$ cat config.mk
export PLATFORM = sky130hd
export DESIGN_NAME = sector_to_block_read_splitter_core
export DESIGN_NICKNAME = d
export VERILOG_FILES = /design/src/s2b_pkg.sv /design/src/sector_to_block_read_splitter_core.sv
export VERILOG_INCLUDE_DIRS = /design/src /design/src/src
export SDC_FILE = /design/constraint.sdc
export NUM_CORES = 1
export LEC_CHECK = 0
export BUFFER_PORTS_ARGS = -buffer_cell sky130_fd_sc_hd__clkbuf_2
export CORE_UTILIZATION = 59
export CTS_CLUSTER_SIZE = 10
export DETAILED_ROUTE_END_ITERATION = 7
export GPL_ROUTABILITY_DRIVEN = 0
export GPL_TIMING_DRIVEN = 0
export PLACE_DENSITY = 0.91
export SLEW_MARGIN = 15
export SYNTH_ARGS = -nofsm -noshare
export SYNTH_HDL_FRONTEND = slang
export SYNTH_SLANG_ARGS = --single-unit
$ cat constraint.sdc
create_clock -name clock -period 7.4 [get_ports clock]
set_input_delay 0.74 -clock clock [delete_from_list [all_inputs] [get_ports clock]]
set_output_delay 0.74 -clock clock [all_outputs]
set_load 0.005 [all_outputs]
$ cat src/sector_to_block_read_splitter_core_assert.svh
// Assertion macros for the sector-to-block read splitter.
// Used by sector_to_block_read_splitter_core; no other dependencies.
`ifndef SECTOR_TO_BLOCK_READ_SPLITTER_CORE_ASSERT_SVH
`define SECTOR_TO_BLOCK_READ_SPLITTER_CORE_ASSERT_SVH
`ifndef SYNTHESIS
`define S2B_ASSERT(lbl, clk, rst, prop) \
   lbl: assert property (@(posedge clk) disable iff (rst) prop) \
      else $error("splitter assertion failed");
`define S2B_ASSERT_NEVER(lbl, clk, rst, expr) \
   lbl: assert property (@(posedge clk) disable iff (rst) !(expr)) \
      else $error("splitter forbidden condition seen");
`else
`define S2B_ASSERT(lbl, clk, rst, prop)
`define S2B_ASSERT_NEVER(lbl, clk, rst, expr)
`endif
`endif

$ cat src/s2b_pkg.sv
// Types, codes and microcode table for the sector-to-block read splitter.
// No dependencies.
`default_nettype none
package s2b_pkg;

   localparam int SECTOR_SHIFT = 9;

   typedef enum logic [1:0] {
      CSR_DEVICE_PRESENT = 2'd0,
      CSR_MEDIA_BSIZE    = 2'd1,
      CSR_MEDIA_BLOCKS   = 2'd2,
      CSR_TOTAL_SECTORS  = 2'd3
   } csr_index_type;

   typedef enum logic [1:0] {
      STATUS_BLOCK  = 2'd0,
      STATUS_REJECT = 2'd1,
      STATUS_BEYOND = 2'd2
   } status_type;

   typedef enum logic [4:0] {
      STEP_IDLE   = 5'b00001,
      STEP_CHECK  = 5'b00010,
      STEP_DIV    = 5'b00100,
      STEP_EMIT   = 5'b01000,
      STEP_REJECT = 5'b10000
   } step_type;

   typedef enum logic [2:0] {
      COND_ALWAYS   = 3'd0,
      COND_START    = 3'd1,
      COND_BAD      = 3'd2,
      COND_DIV_MORE = 3'd3,
      COND_RUN_MORE = 3'd4
   } cond_type;

   typedef struct packed {
      logic     busy;
      logic     div_init;
      logic     div_step;
      logic     emit_blk;
      logic     emit_rej;
      cond_type cond;
      step_type jmp;
      step_type nxt;
   } ctrl_word_type;

   function automatic ctrl_word_type ucode_rom(input step_type step);
      ctrl_word_type w;
      w.busy     = 1'b1;
      w.div_init = 1'b0;
      w.div_step = 1'b0;
      w.emit_blk = 1'b0;
      w.emit_rej = 1'b0;
      w.cond     = COND_ALWAYS;
      w.jmp      = STEP_IDLE;
      w.nxt      = STEP_IDLE;
      unique case (step)
         STEP_IDLE: begin
            w.busy = 1'b0;
            w.cond = COND_START;
            w.jmp  = STEP_CHECK;
            w.nxt  = STEP_IDLE;
         end
         STEP_CHECK: begin
            w.div_init = 1'b1;
            w.cond     = COND_BAD;
            w.jmp      = STEP_REJECT;
            w.nxt      = STEP_DIV;
         end
         STEP_DIV: begin
            w.div_step = 1'b1;
            w.cond     = COND_DIV_MORE;
            w.jmp      = STEP_DIV;
            w.nxt      = STEP_EMIT;
         end
         STEP_EMIT: begin
            w.emit_blk = 1'b1;
            w.cond     = COND_RUN_MORE;
            w.jmp      = STEP_EMIT;
            w.nxt      = STEP_IDLE;
         end
         STEP_REJECT: begin
            w.emit_rej = 1'b1;
         end
         default: begin
            w.busy = 1'b0;
         end
      endcase
      return w;
   endfunction

endpackage
`default_nettype wire

$ cat src/sector_to_block_read_splitter_core.sv
// Sector-to-block read splitter: microcoded sequencer with divider and emitter.
// Depends on s2b_pkg and sector_to_block_read_splitter_core_assert.svh.
//
//  channel   | ports                                   | handshake
//  ----------+-----------------------------------------+-------------------------
//  request   | start, busy, req_start_sector/count     | taken when start & !busy
//  result    | rsp_valid, rsp_block_number ... last    | one-cycle strobe
//  registers | csr_valid, csr_ready, csr_index, wdata  | valid & ready
//
// A valid request holds busy through the check step, a 32-step restoring division by
// the block size in sectors, and one emit step per block; the idle step then follows
// before the next request can be taken.
// A rejected request holds busy through the check and reject steps, then returns to idle.
// Each result shows in the cycle after its step. Results cannot be stalled.
// Synchronous reset returns the sequencer to idle and registers to defaults.
`default_nettype none
`include "sector_to_block_read_splitter_core_assert.svh"
module sector_to_block_read_splitter_core #(
   parameter int MAX_SECTORS = 64
) (
   input  wire logic        clock,
   input  wire logic        reset,
   input  wire logic        start,
   output logic             busy,
   input  wire logic [31:0] req_start_sector,
   input  wire logic [6:0]  req_sector_count,
   output logic             rsp_valid,
   output logic [31:0]      rsp_block_number,
   output logic [15:0]      rsp_byte_offset,
   output logic [15:0]      rsp_byte_take,
   output logic [1:0]       rsp_status,
   output logic             rsp_last,
   input  wire logic        csr_valid,
   output logic             csr_ready,
   input  wire logic [1:0]  csr_index,
   input  wire logic [31:0] csr_wdata
);

   localparam int RW = $clog2(MAX_SECTORS + 1);

   s2b_pkg::step_type      step_ff, step_in;
   s2b_pkg::ctrl_word_type word;
   logic                   cond_hit;

   logic        dev_ff;
   logic [16:0] bsize_ff;
   logic [31:0] bcount_ff;
   logic [31:0] total_ff;

   logic [31:0] start_ff;
   logic [6:0]  count_ff;

   logic [31:0] q_ff, q_in;
   logic [6:0]  r_ff, r_in;
   logic [4:0]  cnt_ff, cnt_in;
   logic [RW-1:0] rem_ff, rem_in;

   logic [7:0]  m_sec;
   logic        bs_bad;
   logic [32:0] end_sum;
   logic        bad;
   logic [7:0]  shifted;
   logic        ge;
   logic [7:0]  avail;
   logic [7:0]  rem_ext;
   logic [7:0]  take8;
   logic [RW-1:0] take;
   logic        beyond;
   logic        run_end;
   logic        accept;

   logic                rsp_valid_ff, rsp_valid_in;
   logic [31:0]         rsp_block_ff, rsp_block_in;
   logic [15:0]         rsp_offset_ff, rsp_offset_in;
   logic [15:0]         rsp_take_ff, rsp_take_in;
   s2b_pkg::status_type rsp_status_ff, rsp_status_in;
   logic                rsp_last_ff, rsp_last_in;

   assign word      = s2b_pkg::ucode_rom(step_ff);
   assign busy      = word.busy;
   assign accept    = start && !word.busy;
   assign csr_ready = 1'b1;

   assign m_sec   = bsize_ff[16:s2b_pkg::SECTOR_SHIFT];
   assign bs_bad  = (bsize_ff[s2b_pkg::SECTOR_SHIFT-1:0] != '0) || (m_sec == 8'd0) ||
                    (bsize_ff[16] && (bsize_ff[15:s2b_pkg::SECTOR_SHIFT] != '0));
   assign end_sum = {1'b0, start_ff} + {26'd0, count_ff};
   assign bad     = !dev_ff || (count_ff == 7'd0) || (count_ff > 7'(MAX_SECTORS)) ||
                    bs_bad || end_sum[32] || (end_sum[31:0] > total_ff);

   assign shifted = {r_ff, q_ff[31]};
   assign ge      = shifted >= m_sec;

   assign avail   = m_sec - {1'b0, r_ff};
   assign rem_ext = 8'(rem_ff);
   assign take8   = (rem_ext < avail) ? rem_ext : avail;
   assign take    = RW'(take8);
   assign beyond  = q_ff >= bcount_ff;
   assign run_end = beyond || (rem_ext <= avail);

   always_comb begin
      case (word.cond)
         s2b_pkg::COND_ALWAYS:   cond_hit = 1'b1;
         s2b_pkg::COND_START:    cond_hit = start;
         s2b_pkg::COND_BAD:      cond_hit = bad;
         s2b_pkg::COND_DIV_MORE: cond_hit = (cnt_ff != 5'd31);
         s2b_pkg::COND_RUN_MORE: cond_hit = !run_end;
         default:                cond_hit = 1'b0;
      endcase
      step_in = cond_hit ? word.jmp : word.nxt;
   end

   always_comb begin
      q_in   = q_ff;
      r_in   = r_ff;
      cnt_in = cnt_ff;
      rem_in = rem_ff;
      if (word.div_init) begin
         q_in   = start_ff;
         r_in   = '0;
         cnt_in = '0;
         rem_in = RW'(count_ff);
      end else if (word.div_step) begin
         q_in   = {q_ff[30:0], ge};
         r_in   = ge ? 7'(shifted - m_sec) : 7'(shifted);
         cnt_in = cnt_ff + 5'd1;
      end else if (word.emit_blk) begin
         q_in   = q_ff + 32'd1;
         r_in   = '0;
         rem_in = rem_ff - take;
      end
   end

   always_comb begin
      rsp_valid_in  = word.emit_blk || word.emit_rej;
      rsp_block_in  = '0;
      rsp_offset_in = '0;
      rsp_take_in   = '0;
      rsp_status_in = s2b_pkg::STATUS_REJECT;
      rsp_last_in   = 1'b1;
      if (word.emit_blk) begin
         rsp_block_in  = q_ff;
         rsp_offset_in = 16'({r_ff, 9'd0});
         if (beyond) begin
            rsp_status_in = s2b_pkg::STATUS_BEYOND;
         end else begin
            rsp_take_in   = 16'({take, 9'd0});
            rsp_status_in = s2b_pkg::STATUS_BLOCK;
            rsp_last_in   = rem_ext <= avail;
         end
      end
   end

   always_ff @(posedge clock) begin
      if (reset) begin
         step_ff      <= s2b_pkg::STEP_IDLE;
         rsp_valid_ff <= 1'b0;
         dev_ff       <= 1'b0;
         bsize_ff     <= 17'd2048;
         bcount_ff    <= '0;
         total_ff     <= '0;
      end else begin
         step_ff      <= step_in;
         rsp_valid_ff <= rsp_valid_in;
         if (csr_valid && csr_ready) begin
            unique case (csr_index)
               s2b_pkg::CSR_DEVICE_PRESENT: dev_ff    <= csr_wdata[0];
               s2b_pkg::CSR_MEDIA_BSIZE:    bsize_ff  <= csr_wdata[16:0];
               s2b_pkg::CSR_MEDIA_BLOCKS:   bcount_ff <= csr_wdata;
               s2b_pkg::CSR_TOTAL_SECTORS:  total_ff  <= csr_wdata;
               default: ;
            endcase
         end
      end
   end

   always_ff @(posedge clock) begin
      if (accept) begin
         start_ff <= req_start_sector;
         count_ff <= req_sector_count;
      end
      q_ff          <= q_in;
      r_ff          <= r_in;
      cnt_ff        <= cnt_in;
      rem_ff        <= rem_in;
      rsp_block_ff  <= rsp_block_in;
      rsp_offset_ff <= rsp_offset_in;
      rsp_take_ff   <= rsp_take_in;
      rsp_status_ff <= rsp_status_in;
      rsp_last_ff   <= rsp_last_in;
   end

   assign rsp_valid        = rsp_valid_ff;
   assign rsp_block_number = rsp_block_ff;
   assign rsp_byte_offset  = rsp_offset_ff;
   assign rsp_byte_take    = rsp_take_ff;
   assign rsp_status       = rsp_status_ff;
   assign rsp_last         = rsp_last_ff;

   `S2B_ASSERT(a_accept_then_busy, clock, reset, accept |=> busy)
   `S2B_ASSERT(a_rsp_from_busy_step, clock, reset, rsp_valid_ff |-> $past(word.busy))
   `S2B_ASSERT(a_reject_is_last, clock, reset,
      (rsp_valid_ff && (rsp_status_ff == s2b_pkg::STATUS_REJECT)) |-> rsp_last_ff)
   `S2B_ASSERT_NEVER(a_block_take_zero, clock, reset,
      rsp_valid_ff && (rsp_status_ff == s2b_pkg::STATUS_BLOCK) && (rsp_take_ff == 16'd0))

endmodule
`default_nettype wire
After elaboration in Yosys (flattened, before gate mapping)
Cells that the tools add are included.
{ "classes": {"add_sub_neg": 6, "mux": 19, "magnitude_cmp": 6, "bitwise_logic": 1, "n_reduce_logical": 30, "n_eq_ne": 14} }
{ "ops": {"columns": ["op", "count"], "rows": [
  ["$mux 32", 3],
  ["$pmux 13 s4", 1],
  ["$mux 7", 7],
  ["$add 32x7->33", 1],
  ["$add 32x1->32 const B", 1],
  ["$ge 32x32->1", 1],
  ["$gt 32x32->1", 1],
  ["$sub 7x7->7", 2],
  ["$reduce_and 2->1", 5],
  ["$logic_or 1x1->1", 9],
  ["$reduce_bool 9->1", 1],
  ["$ge 8x8->1", 1],
  ["$le 7x8->1", 1],
  ["$logic_not 8->1", 1],
  ["$lt 7x8->1", 1],
  ["$sub 8x7->8", 1],
  ["$gt 7x7->1 const B", 1],
  ["$logic_not 7->1", 1],
  ["$reduce_bool 7->1", 1],
  ["$eq 3x2->1 const B", 2],
  ["$add 5x1->5 const B", 1],
  ["$eq 5x1->1 const B", 1],
  ["$eq 5x2->1 const B", 1],
  ["$eq 5x3->1 const B", 1],
  ["other kinds (21)", 30]
]} }
{ "word_totals": {"elab_cells": 95, "inputBits": 77, "out_inout_bits": 70, "regBits": 245} }

Depth between registers and ports, before layout
Gate-level depths: netlist of run 1.
{ "depth": {"word_depth": 8, "mapped_depth": 25, "ltp_nobuf": 25} }

Worst setup path before layout of run 1
OpenSTA, ideal clock, no wires.
{ "synth_timing": {"kind": "flip-flop to flip-flop", "startpoint": "register bsize_ff[9]", "endpoint": "register rem_ff[6] (data pin)", "t_required_ns": 7.131, "setup_ns": 0.269, "arrival_time_ns": 4.929, "path_stages_with_launch": 26, "n_path_buf": 0, "synth_period_minus_slack_ns": 5.198, "path_slack_ns": 2.202, "path_cell_list": "dfxtp_1 -> inv_1 -> ha_1 -> inv_1 -> fa_1 -> a21o_1 -> a21oi_1 -> o21bai_1 -> a21oi_1 -> xor2_1 -> ha_1 -> and3_2 -> a221o_1 -> a31oi_1 -> and4b_2 -> nor2_2 -> mux2i_1 -> ha_1 -> inv_1 -> fa_1 -> a21o_1 -> a21oi_1 -> o21bai_1 -> a21oi_1 -> xor2_1 -> o21ai_0"} }
{ "synth_between": {"elab_chain_cells": 7} }
{ "synth_rtl": {"columns": ["element", "line_no", "text"], "rows": [
  ["from (decl)", "sector_to_block_read_splitter_core.sv:46", "logic [16:0] bsize_ff;"],
  ["from (signal assigned)", "sector_to_block_read_splitter_core.sv:168", "s2b_pkg::CSR_MEDIA_BSIZE: bsize_ff <= csr_wdata[16:0];"],
  ["$sub 8x7->8 *", "sector_to_block_read_splitter_core.sv:94", "assign avail = m_sec - {1'b0, r_ff};"],
  ["$lt 7x8->1", "sector_to_block_read_splitter_core.sv:96", "assign take8 = (rem_ext < avail) ? rem_ext : avail;"],
  ["$mux 7 *", "sector_to_block_read_splitter_core.sv:96", null],
  ["named net take8[0]", "sector_to_block_read_splitter_core.sv:66", "logic [7:0] take8;"],
  ["$sub 7x7->7 *", "sector_to_block_read_splitter_core.sv:130", "rem_in = rem_ff - take;"],
  ["$mux 7 *", "sector_to_block_read_splitter_core.sv:127", "end else if (word.emit_blk) begin"],
  ["$mux 7 *", "sector_to_block_read_splitter_core.sv:123", "end else if (word.div_step) begin"],
  ["$mux 7 *", "sector_to_block_read_splitter_core.sv:118", "if (word.div_init) begin"],
  ["named net rem_in[6]", "sector_to_block_read_splitter_core.sv:56", "logic [RW-1:0] rem_ff, rem_in;"],
  ["to (signal assigned)", "sector_to_block_read_splitter_core.sv:185", "rem_ff <= rem_in;"],
  ["to (decl)", "sector_to_block_read_splitter_core.sv:56", null]
]} }
The timed path passes the listed nets; every way through them passes the cells marked *. The select of a mux whose other input is x is not followed.
A chain may end at the register's enable or synchronous reset.

Worst setup path after layout of run 1
{ "layout_timing": {"startpoint": "register r_ff[0]", "endpoint": "register rem_ff[6] (data pin)"} }
{ "layout_between": {"elab_chain_cells": 7} }
{ "layout_rtl": {"columns": ["element", "line_no", "text"], "rows": [
  ["from (decl)", "sector_to_block_read_splitter_core.sv:54", "logic [6:0] r_ff, r_in;"],
  ["from (signal assigned)", "sector_to_block_read_splitter_core.sv:183", "r_ff <= r_in;"],
  ["$sub 8x7->8 *", "sector_to_block_read_splitter_core.sv:94", null],
  ["$lt 7x8->1", "sector_to_block_read_splitter_core.sv:96", null],
  ["$mux 7 *", "sector_to_block_read_splitter_core.sv:96", null],
  ["named net take8[0]", "sector_to_block_read_splitter_core.sv:66", null],
  ["$sub 7x7->7 *", "sector_to_block_read_splitter_core.sv:130", null],
  ["$mux 7 *", "sector_to_block_read_splitter_core.sv:127", null],
  ["$mux 7 *", "sector_to_block_read_splitter_core.sv:123", null],
  ["$mux 7 *", "sector_to_block_read_splitter_core.sv:118", null],
  ["named net rem_in[6]", "sector_to_block_read_splitter_core.sv:56", null]
]} }
Marks and branches as above.

==> flow_summary.json, run 1 <==
{
  "worstPathArrival_ns": 6.34,
  "tritoncts": "yes",
  "htreeDepth": 1,
  "diodes": 0,
  "cts_buffers": 27,
  "max_freq_mhz": 164,
  "final_cell_mix": "212 x nand2_1, 149 x dfxtp_1, 128 x clkbuf_2",
  "num_vias": 10714,
  "wl_per_cell_um": 18.3,
  "synth_cells": 1338,
  "crit_required_ns": 7.66,
  "timing.final.crit_share_pct": 82.2,
  "synth_top_area_cell": "dfxtp_1",
  "max_slew_margin_pct": 22.3,
  "grt_max_degree": 35,
  "ys_warn_count": 0,
  "fin_skew_ns": 0.0166,
  "post_cts_buffers": 0,
  "synth_area_leaders": "dfxtp_1 24%, edfxtp_1 19%, ha_1 10%",
  "cp-end-kind": "register",
  "finalNetCount": 1694,
  "worst-setup-path-type": "reg2reg",
  "wl_met3_um": 2750,
  "ys_ff_latch": 227,
  "cts_max_path_buffers": 3,
  "ant_nets": 0,
  "drt-met1-wl_um": 12300,
  "grt_pass1_wl_um": 51900,
  "critPathLaunchType": "register",
  "io_buffers": 126,
  "setup_viol": 0,
  "setup_slack_ns": 1.32,
  "final_common_cell": "nand2_1",
  "antenna_found_initial": 0,
  "drv_slew": 0,
  "clk_pin_slew_ns": 0.06,
  "yosysSeqAreaShare_pct": 43.7,
  "fillerInstances": 1492,
  "worstMarginPinSlew_ns": 1.16,
  "dp_hpwl_um": 24300,
  "synth_area_per_cell_um2": 9.11,
  "period_needed_ns": 6.08,
  "final_cells": 1798,
  "path_max_fanout": 8,
  "cts_hold_buffers": 0,
  "clk_latency_ns": 0.54,
  "power.density_mw_per_mm2": 273,
  "track_usage_pct": 30.7,
  "grt_overflow_total": 0,
  "maxUsedRoutingLayer": "met4",
  "cts_root_buffer": "clkbuf_16",
  "ioPinCount": 147,
  "core_area_mm2": 0.0202,
  "fp.dieW_um": 146,
  "rsz0062_at_grt": "false",
  "rows": 52,
  "synth_edf_count": 78,
  "drive_gt1_share_pct": 13.7,
  "viasPerCell": 5.96,
  "clock-sinks": 227,
  "peakVddDrop_v": 0.000188,
  "placedCellCount": 1752,
  "initial_core_util_pct": 60.2,
  "synth-main-ff-cell": "dfxtp_1",
  "tns_ns": 0,
  "p_leak_nw": 5.46,
  "grt_pass1_vias": 10531,
  "place_area_mm2": 0.0132,
  "syn_area_mm2": 0.0122,
  "drtIter0Drc": 870,
  "power_mw": 3.83,
  "cts-resized-gates": 0,
  "status": "finished, final reports clean",
  "drc_errors": 0,
  "die_area_mm2": 0.0212,
  "layout-area-overhead-vs-synth_pct": 15.3,
  "hp-class": "in2reg",
  "dieHeight_um": 146,
  "design_area_mm2": 0.0140,
  "wl_met2_um": 15600,
  "place_ws_ns": 1.47,
  "hold_violations": 0,
  "drv_cap": 0,
  "ys_types": 74,
  "ys_async_sr_fraction_pct": 0,
  "synth.top_cell.area_share_pct": 24.5,
  "wirelength_um": 32800,
  "drtPass1Iterations": 6
}
logic make-up after synthesis:
family                   synth area share (%)
AND/OR/NAND/NOR                          18.3
AO/OA/AOI/OAI                            14.3
flip-flops                               43.7
buffers and inverters                    6.36
adder cells (fa/ha/maj)                  11.1
XOR/XNOR                                 5.25
multiplexers                            0.852
other                                  0.0616
registers in the layout, indices dropped and copies added, names as in the netlist, 7 cells and up:
signal,count
q_ff,32
rsp_byte_take,7
r_ff,7
total_ff,32
bcount_ff,32
rem_ff,7
bsize_ff,17
rsp_block_number,32
count_ff,7
rsp_byte_offset,7
start_ff,32
stage by stage:
stage               util, %  hold WS, ns
floorplan                 -        0.431
global placement       65.3        0.440
detailed placement     65.4        0.447
CTS                    69.4        0.361
global route           69.4        0.365
finish                 69.4        0.374
worst max-delay path: stages (launching register included):
cell and delay (ns):
dfxtp_1 0.39, ha_1 0.19, inv_1 0.06, fa_1 0.40
a21o_1 0.20, a21oi_1 0.35, o21bai_1 0.11, a21oi_1 0.19
xor2_1 0.21, ha_1 0.28, and3_2 0.25, a221o_1 0.30
a31oi_1 0.24, and4b_2 0.29, nor2_2 0.37, mux2i_1 0.35
ha_1 0.21, inv_1 0.06, fa_1 0.40, a21o_1 0.20
a21oi_1 0.25, o21bai_1 0.10, a21oi_1 0.18, xor2_1 0.14
o21ai_0 0.08
layout make-up:
| type | instances | area, µm² | share of cell area (%) |
|---|---|---|---|
| plain buffers | 75 | 392 | 2.79 |
| well taps | 270 | 338 | 2.41 |
| multi-input cells | 951 | 6160 | 43.9 |
| flip-flops and latches | 227 | 5330 | 37.9 |
| clock inverters | 2 | 13.8 | 0.0980 |
| inverters | 102 | 383 | 2.73 |
| repair buffers | 127 | 651 | 4.63 |
| clock buffers | 44 | 779 | 5.55 |
final timing paths:
check                            start           end  slack (ns)  cells past startpoint
setup / recovery               r_ff[0]     rem_ff[6]        1.32                     24
hold reg to reg           total_ff[19]  total_ff[19]        0.45                      2
setup reg to reg               r_ff[0]     rem_ff[6]        1.32                     24
hold / removal    req_start_sector[23]  start_ff[23]        0.37                      1
power breakdown:
| group | total [mW] | internal [mW] | switching, mW |
|---|---|---|---|
| Sequential | 1.52 | 1.42 | 0.0985 |
| Combinational | 1.11 | 0.469 | 0.638 |
| Clock | 1.21 | 0.711 | 0.496 |
| Total | 3.83 | 2.60 | 1.23 |
cells in the mapped netlist, types with 3 or more instances:
cell type and n:
nand2_1 212, o211ai_1 3, xnor2_1 48, nor2b_1 11, nand2b_1 4, edfxtp_1 78, nor3_1 15, nor4_1 6
a211o_1 3, and3_1 11, mux2i_1 7, clkbuf_1 47, a211oi_1 7, inv_1 102, and2_1 31, o21bai_1 3
a31oi_1 3, nand4_1 35, o31a_1 3, nor4b_1 4, mux2_2 3, o311ai_0 6, a22o_1 4, buf_4 19
a21oi_1 123, nand3_1 36, ha_1 102, o22ai_1 3, and4_1 3, a221o_1 4, or3_1 4, nor2_1 66
or2_2 3, a22oi_1 31, o21ai_0 52, or4_1 3, dfxtp_1 149, o21a_1 3, fa_1 4, xor2_1 25
a21o_1 16
per-layer routing:
layer  vias to the layer above  track usage (%)
li1                       4976                -
met1                      4952             36.0
met2                       620             52.1
met3                       166             5.05
met4                         0             20.3
met5                         -                0
(Power assumes the default switching activity.)
==> run 2: changes to the inputs <==
CORE_UTILIZATION = 53   (was 59)
PLACE_DENSITY = 0.87   (was 0.91)
clock period = 5.4 ns   (was 7.4 ns; I/O delays follow)
==> flow_summary.json, run 2 (synthesis results as in run 1) <==
{
  "fp.dieW_um": 154,
  "p_clk_share_pct": 31.3,
  "path_buf_inv": 3,
  "track_usage_pct": 27.1,
  "post-route-util_pct": 62.8,
  "cts_buffers": 27,
  "final_common_cell": "nand2_1",
  "p_leak_nw": 5.48,
  "viasPerCell": 5.82,
  "drv_slew": 0,
  "grt_overflow_total": 0,
  "p_comb_share_pct": 30.0,
  "fillerInstances": 1811,
  "pwr-share-seq_pct": 38.7,
  "drc_errors": 0,
  "setup_viol": 0,
  "p_int_mw": 3.69,
  "grt_max_degree": 35,
  "crit_path_frequent_cell": "inv_1",
  "finalNetCount": 1699,
  "power.density_mw_per_mm2": 380,
  "regArea_mm2": 0.00533,
  "clk_latency_ns": 0.54,
  "max_freq_mhz": 191,
  "die_area_mm2": 0.0236,
  "worst-setup-path-type": "reg2reg",
  "rows": 55,
  "max_slew_margin_pct": 40.0,
  "hp-class": "in2reg",
  "fin_skew_ns": 0.0108,
  "wl_per_cell_um": 17.8,
  "crit_required_ns": 5.67,
  "drtIter0Drc": 851,
  "cts_hold_buffers": 0,
  "io_buffers": 126,
  "hold_violations": 0,
  "path_max_fanout": 4,
  "layout-area-overhead-vs-synth_pct": 16.4,
  "htreeDepth": 1,
  "multiInputGateArea_mm2": 0.00622,
  "drtPass1Iterations": 6,
  "clock-sinks": 227,
  "cp-end-kind": "register",
  "drive_gt1_share_pct": 14.7,
  "num_vias": 10594,
  "peakVddDrop_v": 0.000239,
  "status": "finished, final reports clean",
  "final_cell_mix": "212 x nand2_1, 147 x dfxtp_1, 128 x clkbuf_2",
  "place_ws_ns": -0.385,
  "wirelength_um": 32300,
  "tritoncts": "yes",
  "path_delay_family": "compound AO/OA/AOI/OAI gates",
  "crit_slowest_cell": "fa_2",
  "core_area_mm2": 0.0226,
  "p_sw_share_pct": 31.6,
  "worstPathArrival_ns": 5.50,
  "rsz0062_at_grt": "true",
  "critPathLaunchType": "register",
  "cts_max_path_buffers": 3,
  "dp_hpwl_um": 24100,
  "ant_nets": 0,
  "ioPinCount": 147,
  "cts_root_buffer": "clkbuf_16",
  "p_sw_mw": 1.70,
  "clk_pin_slew_ns": 0.06,
  "antenna_found_initial": 0,
  "crit_path_max_incr_delay_ns": 0.35,
  "drv_cap": 0,
  "timing.final.crit_share_pct": 96.9,
  "initial_core_util_pct": 54.0,
  "period_needed_ns": 5.24,
  "dieHeight_um": 154,
  "worstMarginPinSlew_ns": 0.893,
  "grt_pass1_vias": 10336,
  "grt_pass1_wl_um": 50900,
  "setup_slack_ns": 0.165
}
-- run 2: through the flow --
step / hold WS (ns) / cell area, µm² / power (mW) / std cells / TNS (ns)
global route: 0.169 / 14200 / 5.65 / 1819 / -0.0866
floorplan: 0.431 / 12200 / 3.17 / 1355 / 0
CTS: 0.161 / 14100 / 5.30 / 1816 / 0
finish: 0.177 / 14200 / 5.39 / 1820 / 0
detailed placement: 0.441 / 13300 / 3.55 / 1767 / -0.799
global placement: 0.437 / 13200 / 3.47 / 1766 / -0.446
-- run 2: power groups by stage --
| stage | sequential (mW) | clock, mW | combinational, mW |
|---|---|---|---|
| finish | 2.09 | 1.69 | 1.62 |
| global route | 2.09 | 1.77 | 1.78 |
| CTS | 2.08 | 1.71 | 1.51 |
| detailed placement | 2.11 | 0 | 1.44 |
| global placement | 2.11 | 0 | 1.36 |
| floorplan | 2.06 | 0 | 1.11 |
-- run 2: final cells by class --
class	instances	area share, %
clock inverter	2	0.274
buffer	75	2.76
antenna	1	0.0176
tap	285	2.52
sequential	227	37.6
timing repair buffer	132	4.85
multi-input combinational	951	43.8
clock buffer	45	5.46
inverter	102	2.70
-- run 2: path summary, 6_finish.rpt --
check                        from           end  slack, ns  cells past startpoint
max                   bsize_ff[9]     rem_ff[6]       0.16                     25
min          req_start_sector[20]  start_ff[20]       0.18                      1
max reg2reg           bsize_ff[9]     rem_ff[6]       0.16                     25
min reg2reg           bsize_ff[2]   bsize_ff[2]       0.45                      2
-- run 2: repair_timing --
item,CTS,global route
endpoints found under the hold margin,0,0
pin swaps,1,8
setup endpoints to repair,3,3
setup buffers,2,3
resized for setup,5,9
-- run 2: worst reg2reg max path, cell delays in order (launching register included) --
cell	delay (ns)
dfxtp_2	0.34
inv_1	0.06
ha_2	0.17
inv_1	0.05
fa_2	0.34
a21o_1	0.20
a21oi_4	0.17
o21bai_1	0.09
a21oi_1	0.16
xor2_1	0.20
ha_1	0.28
and3_4	0.21
a221o_1	0.30
a31oi_2	0.19
and4b_2	0.29
nor2_4	0.19
mux2i_2	0.28
ha_2	0.20
inv_1	0.05
fa_2	0.35
a21o_1	0.20
a21oi_2	0.14
o21bai_1	0.08
a21oi_1	0.18
xor2_1	0.17
o21ai_0	0.08
-- run 2: metal layers --
metal	vias up	wire, µm	share of wire [%]	GRT usage, %
met5	-	0	0	0
met4	0	1940	6.0	16.5
met3	127	2450	7.6	3.35
met2	563	15300	47	45.8
met1	4910	12700	39	33.2
li1	4994	-	-	-
